## src/rtl/tbbw_pkg.sv

```systemverilog
// shared types, constants and codes of the tapered block bootstrap weight engine
`default_nettype none

package tbbw_pkg;

   // default store depth
   localparam int unsigned MAX_SAMPLES_DEF = 4096;

   // field widths
   localparam int unsigned CNT_W   = 13;
   localparam int unsigned SUM_W   = 29;
   localparam int unsigned FREQ_W  = 17;
   localparam int unsigned POS_W   = 12;
   localparam int unsigned LEN_W   = 13;
   localparam int unsigned FRAC_W  = 16;
   localparam int unsigned BLK_W   = 32;

   // datapath widths
   localparam int unsigned LIM_W   = LEN_W + 1 + FRAC_W;
   localparam int unsigned NUM_W   = LIM_W;
   localparam int unsigned DEN_W   = BLK_W + SUM_W;

   // configuration port
   localparam int unsigned CSR_IDX_W  = 2;
   localparam int unsigned CSR_DATA_W = 16;
   localparam logic [CSR_IDX_W-1:0] CSR_SAMPLE_COUNT   = 2'd0;
   localparam logic [CSR_IDX_W-1:0] CSR_BLOCK_LENGTH   = 2'd1;
   localparam logic [CSR_IDX_W-1:0] CSR_TAPER_FRACTION = 2'd2;

   // register reset values
   localparam logic [LEN_W-1:0]  SAMPLE_COUNT_RST   = 13'd4096;
   localparam logic [LEN_W-1:0]  BLOCK_LENGTH_RST   = 13'd1;
   localparam logic [FRAC_W-1:0] TAPER_FRACTION_RST = 16'd32768;

   // operation codes
   localparam logic OP_ADD  = 1'b0;
   localparam logic OP_READ = 1'b1;

   // saturation limits
   localparam logic [CNT_W-1:0]  COUNT_MAX = {CNT_W{1'b1}};
   localparam logic [SUM_W-1:0]  SUM_MAX   = {SUM_W{1'b1}};
   localparam logic [FREQ_W-1:0] ONE_Q16   = 17'h10000;

   typedef enum logic [3:0] {
      ST_CLEAR,
      ST_LMUL,
      ST_LSET,
      ST_IDLE,
      ST_WEVAL,
      ST_WDIV,
      ST_WUSE,
      ST_RREAD,
      ST_RDEN,
      ST_RDIV1,
      ST_RDEN2,
      ST_RDIV2,
      ST_OUT
   } tbbw_state_type;

   typedef enum logic [1:0] {
      DV_IDLE,
      DV_SAT,
      DV_STEP,
      DV_DONE
   } div_state_type;

   typedef struct packed {
      logic             start;
      logic [NUM_W-1:0] num;
      logic [DEN_W-1:0] den;
   } div_req_type;

   typedef struct packed {
      logic              done;
      logic [FREQ_W-1:0] quot;
   } div_out_type;

endpackage

`default_nettype wire

```

## src/rtl/tbbw_div.sv

```systemverilog
// shared restoring divider: num * 2^16 / den, saturated at one in q.16
`default_nettype none

module tbbw_div (
   input  wire logic                 clock,
   input  wire logic                 reset,
   input  wire tbbw_pkg::div_req_type req,
   output tbbw_pkg::div_out_type     rsp
);

   localparam int unsigned REM_W  = tbbw_pkg::DEN_W + 1;
   localparam int unsigned STEP_W = $clog2(tbbw_pkg::FREQ_W);
   localparam logic [STEP_W-1:0] LAST_STEP = STEP_W'(tbbw_pkg::FREQ_W - 1);

   tbbw_pkg::div_state_type state_ff, state_in;
   logic [REM_W-1:0]              rem_ff, rem_in;
   logic [tbbw_pkg::DEN_W-1:0]    den_ff, den_in;
   logic [tbbw_pkg::FREQ_W-1:0]   quot_ff, quot_in;
   logic [STEP_W-1:0]             step_ff, step_in;
   logic [REM_W-1:0]              sub_b;
   logic [REM_W:0]                diff;
   logic                          ge;

   always_ff @(posedge clock) begin
      if (reset) begin
         state_ff <= tbbw_pkg::DV_IDLE;
      end else begin
         state_ff <= state_in;
      end
   end

   always_ff @(posedge clock) begin
      rem_ff  <= rem_in;
      den_ff  <= den_in;
      quot_ff <= quot_in;
      step_ff <= step_in;
   end

   // one compare and subtract, shared by the overflow check and the steps
   assign sub_b = (state_ff == tbbw_pkg::DV_SAT) ? {den_ff, 1'b0} : {1'b0, den_ff};
   assign diff  = {1'b0, rem_ff} - {1'b0, sub_b};
   assign ge    = ~diff[REM_W];

   always_comb begin
      state_in = state_ff;
      rem_in   = rem_ff;
      den_in   = den_ff;
      quot_in  = quot_ff;
      step_in  = step_ff;
      case (state_ff)
         tbbw_pkg::DV_IDLE: begin
            state_in = tbbw_pkg::DV_IDLE;
         end
         tbbw_pkg::DV_SAT: begin
            // num >= 2*den means the quotient is at least two
            if (ge) begin
               quot_in  = tbbw_pkg::ONE_Q16;
               state_in = tbbw_pkg::DV_DONE;
            end else begin
               quot_in  = '0;
               step_in  = '0;
               state_in = tbbw_pkg::DV_STEP;
            end
         end
         tbbw_pkg::DV_STEP: begin
            if (ge) begin
               rem_in  = {diff[REM_W-2:0], 1'b0};
               quot_in = {quot_ff[tbbw_pkg::FREQ_W-2:0], 1'b1};
            end else begin
               rem_in  = {rem_ff[REM_W-2:0], 1'b0};
               quot_in = {quot_ff[tbbw_pkg::FREQ_W-2:0], 1'b0};
            end
            step_in = step_ff + 1'b1;
            if (step_ff == LAST_STEP) begin
               state_in = tbbw_pkg::DV_DONE;
            end
         end
         tbbw_pkg::DV_DONE: begin
            state_in = tbbw_pkg::DV_IDLE;
         end
         default: begin
            state_in = tbbw_pkg::DV_IDLE;
         end
      endcase
      // a start always restarts, dropping any division in flight
      if (req.start) begin
         rem_in   = REM_W'(req.num);
         den_in   = req.den;
         state_in = tbbw_pkg::DV_SAT;
      end
   end

   assign rsp.done = (state_ff == tbbw_pkg::DV_DONE);
   assign rsp.quot = (quot_ff > tbbw_pkg::ONE_Q16) ? tbbw_pkg::ONE_Q16 : quot_ff;

endmodule

`default_nettype wire

```

## config.mk

```make
export PLATFORM = sky130hd
export DESIGN_NAME = tbbw_div
export DESIGN_NICKNAME = d
export VERILOG_FILES = /design/src/rtl/tbbw_pkg.sv /design/src/rtl/tbbw_div.sv
export SDC_FILE = /design/constraint.sdc
export NUM_CORES = 1
export LEC_CHECK = 0
export BUFFER_PORTS_ARGS = -buffer_cell sky130_fd_sc_hd__buf_2
export CORE_MARGIN = 2
export CORE_UTILIZATION = 40
export CTS_CLUSTER_SIZE = 25
export DETAILED_ROUTE_END_ITERATION = 12
export GPL_ROUTABILITY_DRIVEN = 0
export HOLD_SLACK_MARGIN = 0.12
export PLACE_DENSITY = 0.55
export SLEW_MARGIN = 5
export SYNTH_ARGS = -nofsm -noshare
export SYNTH_HDL_FRONTEND = slang
export SYNTH_SLANG_ARGS = --single-unit
```

## constraint.sdc

```tcl
create_clock -name clock -period 5.5 [get_ports clock]
set_input_delay 0.825 -clock clock [delete_from_list [all_inputs] [get_ports clock]]
set_output_delay 0.825 -clock clock [all_outputs]
set_load 0.02 [all_outputs]
```

==> reports/qor.log, run 1 <==
[outcome] status complete, no violations
[placed_design] total of buffers placed on input and output ports 111
[clock_network] clock buffers created by TritonCTS 17
[clock_network] clock latency on the worst-skew pair 0.43 ns
[logic_synthesis] share of the synthesized area in the top cell type 0.332
[placed_design] hpwl dp 19,700 um
[final_layout] ratio of cells with drive above 1 in the final layout 0.153
[logic_synthesis] post-synthesis cell type count 64
[die] number of rows in the core area 58
[final_layout] nets@finish 1,335
[hold_path] worst min path class reg2reg
[sta] number of hold-slack violations in the final timing report 0
[die] die height 164 um
[clock_network] maximum level of the CTS H-tree 4
[routing] via-per-instance ratio 5.57
[final_layout] multi-input logic area 5820 sq um
[clock_network] root cell of the clock tree sky130_fd_sc_hd__clkbuf_16
[sta] number of pins exceeding their max-slew limit in the final report 0
[placed_design] area after detailed placement 11,100 sq um
[setup_path] worst-case reg-to-reg path depth 14
[sta] worst rel slew slack 0.388
[setup_path] critical path data required time 5.85 ns
[clock_network] Resize count post-CTS 0
[power] LEAKAGE 0.00463 uW
[logic_synthesis] nets in the synthesized netlist 1,259
[sta] post-route clock period utilization 0.837
[setup_path] CP Launch Type flip-flop
[sta] actual slew at the worst max-slew pin 0.909 ns
[grt] initial antenna violation count 0
[flow_run] Max-Cap Viols 0
[sta] unrepaired setup endpoints after global routing false
[final_layout] final-layout fill cell count 2,499
[sta] number of setup violations in the final report 0
[die] Die Area 26,900 sq um
[final_layout] post-route cell area 11,700 sq um
[clock_network] CTS hold repair buffers 0
[sta] achievable frequency 0.217 GHz
[die] Die Width 164 um
[grt] maximum number of pins on one net before global-route repair 55
[setup_path] kind of capture point of the worst setup path flip-flop
[grt] grt total ovfl 0
[routing] first-pass iteration count of the detailed router 6
[power] Total Power 3600 uW
[logic_synthesis] leading post-synthesis cells by cell area sky130_fd_sc_hd__edfxtp_1, sky130_fd_sc_hd__ha_1, sky130_fd_sc_hd__dfxtp_1, sky130_fd_sc_hd__mux2i_1, sky130_fd_sc_hd__a21oi_1
[hold_path] endpoint of the worst hold path rem_ff[34]
[logic_synthesis] number of synthesized flops with an enable pin 113
[setup_path] Critical Setup Path Class reg2reg
[grt] number of global-route vias before repair 8,194
[clock_network] Bufs on Longest Clock Path 2
[routing] Post-DRT Antenna Nets 0
[die] number of primary I/O pins 112
[setup_path] Reg-to-Reg End rem_ff[61]
[hold_path] worst min-delay path startpoint rem_ff[34]
[logic_synthesis] share of synthesized flip-flops with an asynchronous set or reset 0
[final_layout] core utilization of the finished layout 0.465
[routing] total via count in the routed design 8,432
[die] effective utilization at floorplan 0.407
[sta] clk_skew 0.0106 ns
[die] total core area 25,100 sq um
[grt] Tot GR Track Use 0.206
[final_layout] area growth from synthesis to layout 14.2%
[final_layout] Antenna Diode Count 0
[sta] Final min period 4.60 ns
[grt] first-pass GRT wire length 43,400 um
[clock_network] Post-CTS Setup Repair Bufs 0
[clock_network] CTS sink cnt 147
[logic_synthesis] number of standard cells after synthesis 1,096
[setup_path] arrival time reported for the critical path endpoint 4.95 ns
[final_layout] Seq. cell area 4070 sq um
[logic_synthesis] Most used DFF post-synth sky130_fd_sc_hd__edfxtp_1
[sta] worst slack on hold paths 0.486 ns
[clock_network] clock transition at the registers of the reported paths 0.07 ns
[routing] routed length per placed instance 17.8 um
[power] power density over cell area 308 nW/um^2
[hold_path] hold-critical path depth 2
[clock_network] clock tree from TritonCTS yes
[setup_path] highest net fanout along the worst path 53
[power] maximum vdd drop 0.197 mV
[routing] DRC violation count after routing 0
[sta] setup total negative slack 0 ns
[routing] DRT Wirelength 27,000 um
[setup_path] reg-to-reg startpoint state_ff[0]
[logic_synthesis] cell area after synthesis 10,200 sq um
[logic_synthesis] fraction of the yosys area taken by sequential cells 0.398
[logic_synthesis] most area-hungry cell type in the Yosys netlist sky130_fd_sc_hd__edfxtp_1
[logic_synthesis] total of warnings raised by yosys 0
[logic_synthesis] Mapped Avg Cell Area 9.33 sq um
[logic_synthesis] number of synthesized register bits 147
[routing] DR iter-0 viols 708
[setup_path] register-to-register setup slack 0.90 ns
==> worst max-delay path, cell delays in order (launching register included) <==
cell and delay [ns]:
sky130_fd_sc_hd__dfxtp_1 0.43, sky130_fd_sc_hd__ha_4 0.17, sky130_fd_sc_hd__buf_12 0.33, sky130_fd_sc_hd__mux2i_1 0.16
sky130_fd_sc_hd__ha_1 0.41, sky130_fd_sc_hd__nand4_1 0.22, sky130_fd_sc_hd__or4_1 0.60, sky130_fd_sc_hd__a211o_1 0.32
sky130_fd_sc_hd__a311oi_2 0.30, sky130_fd_sc_hd__a22oi_2 0.14, sky130_fd_sc_hd__a21o_1 0.45, sky130_fd_sc_hd__nor2_4 0.25
sky130_fd_sc_hd__nand2_1 0.27, sky130_fd_sc_hd__buf_4 0.30, sky130_fd_sc_hd__o21ai_0 0.15
==> flip-flops by register name (all words and copies together) (netlist names) <==
name	count
quot_ff	17
den_ff	61
step_ff	5
state_ff	2
rem_ff	62
==> synthesized netlist by cell type (3+ instances only) <==
cell type,instances
sky130_fd_sc_hd__mux2i_1,67
sky130_fd_sc_hd__nand4_1,19
sky130_fd_sc_hd__and3_1,7
sky130_fd_sc_hd__a21oi_1,107
sky130_fd_sc_hd__nand2_1,103
sky130_fd_sc_hd__a211oi_1,15
sky130_fd_sc_hd__a41oi_1,3
sky130_fd_sc_hd__o211ai_1,6
sky130_fd_sc_hd__buf_1,3
sky130_fd_sc_hd__a31oi_1,20
sky130_fd_sc_hd__or3_1,4
sky130_fd_sc_hd__o31ai_1,7
sky130_fd_sc_hd__nor4_1,5
sky130_fd_sc_hd__a311oi_1,9
sky130_fd_sc_hd__o21a_1,8
sky130_fd_sc_hd__a211o_1,3
sky130_fd_sc_hd__a21boi_0,3
sky130_fd_sc_hd__and2_1,20
sky130_fd_sc_hd__nor2_1,100
sky130_fd_sc_hd__a21o_1,27
sky130_fd_sc_hd__and4_1,4
sky130_fd_sc_hd__nor2b_1,21
sky130_fd_sc_hd__o2111ai_1,3
sky130_fd_sc_hd__clkbuf_1,52
sky130_fd_sc_hd__inv_1,23
sky130_fd_sc_hd__buf_2,9
sky130_fd_sc_hd__edfxtp_1,113
sky130_fd_sc_hd__o21bai_1,15
sky130_fd_sc_hd__o22ai_1,3
sky130_fd_sc_hd__nand2b_1,5
sky130_fd_sc_hd__o21ai_0,58
sky130_fd_sc_hd__dfxtp_1,34
sky130_fd_sc_hd__a2111oi_0,5
sky130_fd_sc_hd__nand3_1,14
sky130_fd_sc_hd__ha_1,68
sky130_fd_sc_hd__mux2_2,17
sky130_fd_sc_hd__nor3_1,17
sky130_fd_sc_hd__xnor2_1,26
sky130_fd_sc_hd__xor2_1,32
sky130_fd_sc_hd__a22oi_1,9
sky130_fd_sc_hd__a221o_1,3
==> stage by stage <==
step	instances	setup WS, ns
6_report	1515	0.898
5_1_grt	1515	0.604
4_1_cts	1515	0.875
3_5_place_dp	1483	0.915
3_3_place_gp	1483	1.01
2_1_floorplan	1096	1.38
==> cells in the final DEF, fill, tap and decap left out, types with 23 or more instances in the layout <==
cell                       count
sky130_fd_sc_hd__edfxtp_1    113
sky130_fd_sc_hd__buf_2       110
sky130_fd_sc_hd__a21oi_1     107
sky130_fd_sc_hd__nand2_1     103
sky130_fd_sc_hd__nor2_1      100
sky130_fd_sc_hd__mux2i_1      67
sky130_fd_sc_hd__ha_1         67
sky130_fd_sc_hd__o21ai_0      58
sky130_fd_sc_hd__dfxtp_1      34
sky130_fd_sc_hd__xor2_1       32
sky130_fd_sc_hd__a21o_1       27
sky130_fd_sc_hd__xnor2_1      26
sky130_fd_sc_hd__inv_1        23
==> metal layers <==
| layer | wire (um) | part of all wire | track usage |
|---|---|---|---|
| met2 | 11800 | 0.44 | 0.317 |
| met1 | 13500 | 0.50 | 0.300 |
| met4 | 361 | 0.013 | 0.0570 |
| met3 | 1290 | 0.048 | 0.0313 |
| met5 | 0 | 0 | 0 |
==> layout make-up <==
type | count | share of cell area
clock buffer | 17 | 0.0364
clock inverter | 15 | 0.0175
inverter | 25 | 0.00803
multi-input combinational | 859 | 0.498
sequential | 147 | 0.349
tap | 330 | 0.0353
timing repair buffer | 122 | 0.0559
==> worst max path at each step <==
stage | to | cells after the start | slack (ns) | from
6_report | rem_ff[61] | 14 | 0.90 | state_ff[0]
5_1_grt | rem_ff[60] | 14 | 0.60 | state_ff[0]
4_1_cts | rem_ff[49] | 14 | 0.87 | state_ff[0]
3_5_place_dp | rem_ff[49] | 15 | 0.91 | state_ff[1]
3_3_place_gp | rem_ff[61] | 15 | 1.01 | state_ff[1]
2_1_floorplan | step_ff[0] | 17 | 1.38 | state_ff[1]
==> cell families after synthesis <==
logic type | Yosys count | share of synthesized area
mux | 84 | 0.0843
buf+inv | 90 | 0.0345
simple gates | 327 | 0.149
compound gates | 321 | 0.199
flops | 147 | 0.398
fa+ha+maj | 69 | 0.0852
xor+xnor | 58 | 0.0497
==> power by group <==
group / switching, uW / internal [uW]
logic: 598 / 378
registers: 58.0 / 1290
clock network: 506 / 765
Power figures use the tool's default switching activity.
==> run 2: changes to the inputs <==
ABC_AREA = 1   (was not set)
PLACE_DENSITY = 0.56   (was 0.55)
clock period = 4.1 ns   (was 5.5 ns; I/O delays follow)
==> reports/qor.log, run 2 <==
[outcome] status complete, no violations
[die] Die Width 181 um [+11%]
[final_layout] flip-flop count of the largest register after layout 62 [unchanged]
[setup_path] critical path data required time 4.30 ns [-1.55 ns]
[sta] number of hold-slack violations in the final timing report 0 [unchanged]
[clock_network] clock transition at the registers of the reported paths 0.07 ns [about the same]
[final_layout] multi-input logic area 6760 sq um [+16%]
[sta] unrepaired setup endpoints after global routing false
[final_layout] nets@finish 2,245 [+68%]
[die] Die Area 32,900 sq um [+23%]
[power] LEAKAGE 0.00799 uW [+73%]
[clock_network] Bufs on Longest Clock Path 2 [unchanged]
[logic_synthesis] Mapped Avg Cell Area 6.37 sq um [-32%]
[setup_path] cell mode on critical path sky130_fd_sc_hd__nand2_1
[sta] actual slew at the worst max-slew pin 1.13 ns [+0.221 ns]
[clock_network] clock tree from TritonCTS yes
[logic_synthesis] cell area after synthesis 12,600 sq um [+23%]
[routing] via-per-instance ratio 4.77 [-14%]
[routing] DRC violation count after routing 0 [unchanged]
[final_layout] final-layout fill cell count 3,277 [+31%]
[setup_path] crit-path max cell delay 0.37 ns [-0.23 ns]
[sta] setup total negative slack 0 ns [unchanged]
[clock_network] clock buffers created by TritonCTS 17 [unchanged]
[setup_path] highest net fanout along the worst path 42 [-21%]
[clock_network] Post-CTS Setup Repair Bufs 0 [unchanged]
[clock_network] root cell of the clock tree sky130_fd_sc_hd__clkbuf_16
[sta] number of setup violations in the final report 0 [unchanged]
[die] number of primary I/O pins 112 [unchanged]
[die] die height 181 um [+11%]
[sta] number of pins exceeding their max-slew limit in the final report 0 [unchanged]
[power] maximum vdd drop 0.310 mV [+57%]
[sta] post-route clock period utilization 0.887 [+0.0499]
[placed_design] total of buffers placed on input and output ports 111 [unchanged]
[placed_design] # placed instances 2,459 [+66%]
[final_layout] most common cell after layout, fill and taps aside sky130_fd_sc_hd__nand2_1
[routing] first-pass iteration count of the detailed router 6 [unchanged]
[final_layout] Antenna Diode Count 0 [unchanged]
[final_layout] ratio of cells with drive above 1 in the final layout 0.0883 [-0.0644]
[setup_path] Critical Setup Path Class reg2reg
[setup_path] kind of capture point of the worst setup path flip-flop
[logic_synthesis] post-synthesis cell type count 39 [-39%]
[power] Total Power 4760 uW [+32%]
[setup_path] number of buffer and inverter instances along the worst setup path 5 [+3]
[grt] maximum number of pins on one net before global-route repair 52 [-5.5%]
[final_layout] Largest Register rem_ff
[setup_path] CP Launch Type flip-flop
[logic_synthesis] total of warnings raised by yosys 0 [unchanged]
[final_layout] registers with the highest flip-flop counts rem_ff: 62 flops, den_ff: 61 flops, quot_ff: 17 flops
[sta] achievable frequency 0.275 GHz [+27%]
[setup_path] crit path max-delay cell type sky130_fd_sc_hd__inv_4
[final_layout] Seq. cell area 4070 sq um [unchanged]
[placed_design] hpwl dp 29,300 um [+49%]
[grt] number of global-route vias before repair 11,100 [+36%]
[flow_run] Max-Cap Viols 0 [unchanged]
[setup_path] Worst path top cell family by delay simple AND/OR/NAND/NOR gates
[hold_path] worst min path class in2reg
[clock_network] CTS sink cnt 147 [unchanged]
[routing] Post-DRT Antenna Nets 0 [unchanged]
[logic_synthesis] most numerous cell in the Yosys netlist sky130_fd_sc_hd__nand2_1
[routing] DRT Wirelength 36,800 um [+37%]
[grt] first-pass GRT wire length 58,900 um [+36%]
[logic_synthesis] leading post-synthesis cells by cell area sky130_fd_sc_hd__edfxtp_1, sky130_fd_sc_hd__nand2_1, sky130_fd_sc_hd__inv_1, sky130_fd_sc_hd__ha_1, sky130_fd_sc_hd__dfxtp_1
[die] total core area 30,800 sq um [+23%]
[die] number of rows in the core area 64 [+10%]
[logic_synthesis] share of synthesized flip-flops with an asynchronous set or reset 0 [unchanged]
[grt] grt total ovfl 0 [unchanged]
[final_layout] area growth from synthesis to layout 12.6%
[logic_synthesis] nets in the synthesized netlist 2,141 [+70%]
[clock_network] clock latency on the worst-skew pair 0.45 ns [+0.02 ns]
[grt] initial antenna violation count 0 [unchanged]
[power] power density over cell area 336 nW/um^2 [+9.0%]
[final_layout] most frequent cells in the layout sky130_fd_sc_hd__nand2_1, sky130_fd_sc_hd__inv_1, sky130_fd_sc_hd__nor2_1
[logic_synthesis] number of synthesized register bits 147 [unchanged]
[grt] Tot GR Track Use 0.228 [+0.0224]
[logic_synthesis] share of the synthesized area in the top cell type 0.269 [-0.0624]
[routing] total via count in the routed design 11,900 [+41%]
[clock_network] CTS hold repair buffers 0 [unchanged]
[sta] Final min period 3.64 ns [-0.967 ns]
[clock_network] maximum level of the CTS H-tree 4 [unchanged]
[final_layout] final instance count without filler cells 2,491 [+64%]
[sta] worst rel slew slack 0.237 [-0.151]
[logic_synthesis] fraction of the yosys area taken by sequential cells 0.323 [-0.0750]
[routing] DR iter-0 viols 937 [+32%]
[logic_synthesis] most area-hungry cell type in the Yosys netlist sky130_fd_sc_hd__edfxtp_1
[logic_synthesis] number of synthesized flops with an enable pin 113 [unchanged]
[logic_synthesis] Most used DFF post-synth sky130_fd_sc_hd__edfxtp_1
[clock_network] Resize count post-CTS 0 [unchanged]
[setup_path] arrival time reported for the critical path endpoint 3.83 ns [-1.12 ns]
[sta] clk_skew 0.0109 ns [+0.000242 ns]
[die] effective utilization at floorplan 0.409 [+0.00130]
[logic_synthesis] number of standard cells after synthesis 1,978 [+80%]
[routing] routed length per placed instance 14.8 um [-17%]
[setup_path] cell-by-cell trace of the critical path inv_1, ha_4, buf_12, mux2i_1, ha_1, nand2_1, inv_1, nand2_1, nand2_1, inv_1, nand2_1, a21oi_1, nand2_2, nand2_4, nand2_4, inv_4, nand2_1, nand3_1, nand2_1
[logic_synthesis] top cell types by occurrence after synthesis sky130_fd_sc_hd__nand2_1, sky130_fd_sc_hd__inv_1, sky130_fd_sc_hd__nor2_1, sky130_fd_sc_hd__nand3_1, sky130_fd_sc_hd__edfxtp_1
==> run 2: changes by cell type after synthesis, moves of 20 or more <==
cell,change
sky130_fd_sc_hd__o21ai_0,-50
sky130_fd_sc_hd__nand3_1,+110
sky130_fd_sc_hd__a31oi_1,-20
sky130_fd_sc_hd__a21o_1,-27
sky130_fd_sc_hd__nand2_1,+714
sky130_fd_sc_hd__inv_1,+388
sky130_fd_sc_hd__clkbuf_1,-34
sky130_fd_sc_hd__nor2_1,+37
sky130_fd_sc_hd__nor2b_1,-21
sky130_fd_sc_hd__xor2_1,-28
sky130_fd_sc_hd__a21oi_1,-66
==> run 2: report_power, final <==
part	total [uW]	switching [uW]	internal, uW
Combinational	1390	916	473
Sequential	1800	70.6	1730
Clock	1570	674	901
Total	4760	1660	3100
==> run 2: layer usage <==
| layer | up-vias | wire (um) | track usage |
|---|---|---|---|
| li1 | 6236 | - | - |
| met2 | 357 | 15400 | 0.351 |
| met3 | 63 | 2210 | 0.0491 |
| met5 | - | 0 | 0 |
| met1 | 5216 | 18000 | 0.317 |
| met4 | 0 | 1200 | 0.0800 |
==> run 2: worst paths after layout <==
| check | to | startpoint | cells past startpoint | slack, ns |
|---|---|---|---|---|
| hold / removal | den_ff[10] | req[10] | 1 | 0.33 |
| setup / recovery | rem_ff[20] | state_ff[1] | 19 | 0.46 |
| setup reg to reg | rem_ff[20] | state_ff[1] | 19 | 0.46 |
| hold reg to reg | rem_ff[61] | rem_ff[61] | 2 | 0.47 |
==> run 2: worst register-to-register path, delay by kind of cell, from the launching register on <==
kind | cells | cell delay, ns
DFF | 1 | 0.35
and+or+nand+nor | 10 | 1.11
buffers and inverters | 5 | 0.85
adders and majority gates | 2 | 0.53
AOI/OAI and AO/OA | 1 | 0.15
muxes | 1 | 0.40
==> run 2: cell families after synthesis <==
| logic type | share of synthesized area |
|---|---|
| muxes | 0.0469 |
| AOI/OAI and AO/OA | 0.0295 |
| buffers and inverters | 0.141 |
| DFF | 0.323 |
| adders and majority gates | 0.0691 |
| xor gates and xnor gates | 0.0209 |
| and+or+nand+nor | 0.369 |
==> run 2: stage by stage <==
step	setup WS [ns]	hold slack [ns]	util	instance area (sq um)
after floorplan	0.667	0.432	-	12600
after global placement	0.569	0.461	0.441	13600
final	0.465	0.331	0.460	14200
after detailed placement	0.477	0.458	0.441	13600
after global routing	0.249	0.309	0.460	14200
after CTS	0.454	0.310	0.460	14200
==> run 2: area by class of cell <==
type | count | area share
clock buffer | 18 | 0.0303
clock inverter | 14 | 0.0107
inverter | 426 | 0.113
multi-input combinational | 1368 | 0.477
sequential | 147 | 0.287
tap | 396 | 0.0349
timing repair buffer | 122 | 0.0469
==> run 3: changes to the inputs <==
clock period = 2.95 ns   (was 4.1 ns; I/O delays follow)
==> reports/qor.log, run 3 (synthesized netlist as in run 2, its figures left out) <==
[power] cell internal pwr 4860 uW [+57%]
[setup_path] Critical Setup Path Class reg2reg
[final_layout] ratio of cells with drive above 1 in the final layout 0.249 [+0.161]
[die] effective utilization at floorplan 0.409 [unchanged]
[sta] number of hold-slack violations in the final timing report 0 [unchanged]
[hold_path] worst min path class in2reg
[final_layout] most frequent cells in the layout sky130_fd_sc_hd__nand2_1, sky130_fd_sc_hd__inv_1, sky130_fd_sc_hd__buf_4
[sta] worst rel slew slack 0.217 [-0.0200]
[routing] total via count in the routed design 12,900 [+8.3%]
[setup_path] CP Launch Type flip-flop
[power] part of the total power dissipated in sequential elements 0.334 [-0.044]
[routing] via-per-instance ratio 4.82 [+1.1%]
[sta] Final min period 3.16 ns [-0.473 ns]
[routing] routed length per placed instance 15.5 um [+4.6%]
[power] switching pwr 2640 uW [+59%]
[power] maximum vdd drop 0.421 mV [+36%]
[sta] number of pins exceeding their max-slew limit in the final report 0 [unchanged]
[clock_network] clock buffers created by TritonCTS 17 [unchanged]
[grt] grt total ovfl 0 [unchanged]
[grt] maximum number of pins on one net before global-route repair 59 [+13%]
[clock_network] clock latency on the worst-skew pair 0.46 ns [about the same]
[outcome] status complete, but fails checks
[setup_path] critical path data required time 3.15 ns [-1.15 ns]
[final_layout] flip-flop count of the largest register after layout 62 [unchanged]
[sta] post-route clock period utilization 1.07 [+0.185]
[die] number of rows in the core area 64 [unchanged]
[clock_network] Bufs on Longest Clock Path 2 [unchanged]
[routing] DRC violation count after routing 0 [unchanged]
[final_layout] post-route cell area 16,900 sq um [+19%]
[power] part of the total power dissipated in combinational logic 0.351 [+0.059]
[grt] Tot GR Track Use 0.249 [+0.0206]
[placed_design] hpwl dp 30,500 um [+4.1%]
[placed_design] area after detailed placement 14,600 sq um [+7.3%]
[outcome] violations in the final reports setup timing
[grt] initial antenna violation count 0 [unchanged]
[die] number of primary I/O pins 112 [unchanged]
[sta] unrepaired setup endpoints after global routing true
[sta] number of setup violations in the final report 68 [+68]
[power] LEAKAGE 0.00918 uW [+15%]
[final_layout] nets@finish 2,424 [+8.0%]
[sta] actual slew at the worst max-slew pin 1.16 ns [+0.0296 ns]
[grt] number of global-route vias before repair 12,200 [+9.9%]
[grt] first-pass GRT wire length 63,800 um [+8.4%]
[die] Die Area 32,900 sq um [unchanged]
[die] total core area 30,800 sq um [unchanged]
[power] Total Power 7500 uW [+58%]
[setup_path] highest net fanout along the worst path 10 [-76%]
[sta] achievable frequency 0.316 GHz [+15%]
[final_layout] most common cell after layout, fill and taps aside sky130_fd_sc_hd__nand2_1
[power] power density over cell area 444 nW/um^2 [+32%]
[flow_run] Max-Cap Viols 0 [unchanged]
[final_layout] area growth from synthesis to layout 34.1%
[setup_path] register-to-register setup slack -0.21 ns [-0.68 ns]
[routing] DR iter-0 viols 928 [-0.96%]
[clock_network] clock tree from TritonCTS yes
[setup_path] arrival time reported for the critical path endpoint 3.36 ns [-0.47 ns]
[clock_network] root cell of the clock tree sky130_fd_sc_hd__clkbuf_16
[clock_network] CTS sink cnt 147 [unchanged]
[placed_design] total of buffers placed on input and output ports 111 [unchanged]
[sta] clk_skew 0.0184 ns [+0.00749 ns]
[final_layout] Antenna Diode Count 0 [unchanged]
[power] proportion of total power due to net switching 0.353 [+0.00370]
[routing] Post-DRT Antenna Nets 0 [unchanged]
[clock_network] clock transition at the registers of the reported paths 0.08 ns [about the same]
[clock_network] maximum level of the CTS H-tree 4 [unchanged]
[routing] DRT Wirelength 41,300 um [+12%]
[final_layout] registers with the highest flip-flop counts rem_ff: 62 flops, den_ff: 61 flops, quot_ff: 17 flops
[routing] first-pass iteration count of the detailed router 5 [-1]
[setup_path] kind of capture point of the worst setup path flip-flop
[die] Die Width 181 um [unchanged]
[final_layout] Largest Register rem_ff
[sta] post-route worst setup slack -0.212 ns [-0.677 ns]
[power] proportion of power drawn by the clock network 0.315 [-0.016]
[die] die height 181 um [unchanged]
-- run 3: worst paths after layout --
path,endpoint,start,cells past startpoint
max,rem_ff[17],state_ff[1],19
min,den_ff[26],req[26],1
max reg2reg,rem_ff[17],state_ff[1],19
min reg2reg,rem_ff[37],rem_ff[37],2
-- run 3: layout make-up --
cell class,count,area [sq um]
multi-input combinational,1368,7560
sequential,147,4080
clock inverter,15,194
tap,396,495
clock buffer,17,425
fill,2981,13900
inverter,426,1610
timing repair buffer,301,2520
-- run 3: layer usage --
layer / wire [um] / up-vias / part of all wire / global-route usage
met4: 887 / 0 / 0.021 / 0.0774
met1: 19500 / 5853 / 0.47 / 0.345
met2: 18400 / 364 / 0.45 / 0.401
met5: 0 / - / 0 / 0
li1: - / 6600 / - / -
met3: 2450 / 44 / 0.059 / 0.0351
-- run 3: worst max-delay path, stage by stage, from the launching register on --
cell	delay [ns]
sky130_fd_sc_hd__dfxtp_2	0.33
sky130_fd_sc_hd__inv_2	0.07
sky130_fd_sc_hd__ha_4	0.23
sky130_fd_sc_hd__buf_12	0.15
sky130_fd_sc_hd__buf_16	0.14
sky130_fd_sc_hd__buf_4	0.12
sky130_fd_sc_hd__nand2_1	0.05
sky130_fd_sc_hd__ha_1	0.32
sky130_fd_sc_hd__a21oi_1	0.14
sky130_fd_sc_hd__o21ai_0	0.15
sky130_fd_sc_hd__nor2_2	0.19
sky130_fd_sc_hd__nand2_2	0.10
sky130_fd_sc_hd__a21oi_4	0.25
sky130_fd_sc_hd__nand2_8	0.14
sky130_fd_sc_hd__clkinv_8	0.10
sky130_fd_sc_hd__buf_12	0.10
sky130_fd_sc_hd__buf_12	0.13
sky130_fd_sc_hd__nand2_1	0.06
sky130_fd_sc_hd__nand3_1	0.06
sky130_fd_sc_hd__nand2_1	0.05
-- run 3: timing repair --
item | CTS | global route
gates resized for setup | 92 | 174
gates cloned | 10 | 4
hold buffers | 0 | 0
endpoints found under the hold margin | 0 | 0
pin swaps | 12 | 63
setup endpoints to repair | 60 | 69
buffers inserted | 22 | 24
-- run 3: metrics by stage --
stage	utilization	instances	TNS, ns	setup WS [ns]	hold WS (ns)
2_1_floorplan	-	1978	0	0.0113	0.432
3_3_place_gp	0.473	2580	-1.72	-0.0847	0.449
3_5_place_dp	0.473	2580	-2.97	-0.0938	0.456
4_1_cts	0.519	2644	-2.02	-0.120	0.131
5_1_grt	0.548	2670	-15.40	-0.302	0.133
6_report	0.548	2670	-8.12	-0.212	0.155
-- run 3: power groups by stage --
stage | clock [uW] | combinational [uW] | sequential (uW)
global route | 2500 | 2890 | 2520
floorplan | 0 | 1390 | 2500
finish | 2360 | 2630 | 2500
global placement | 0 | 2220 | 2540
detailed placement | 0 | 2240 | 2540
CTS | 2420 | 2420 | 2500
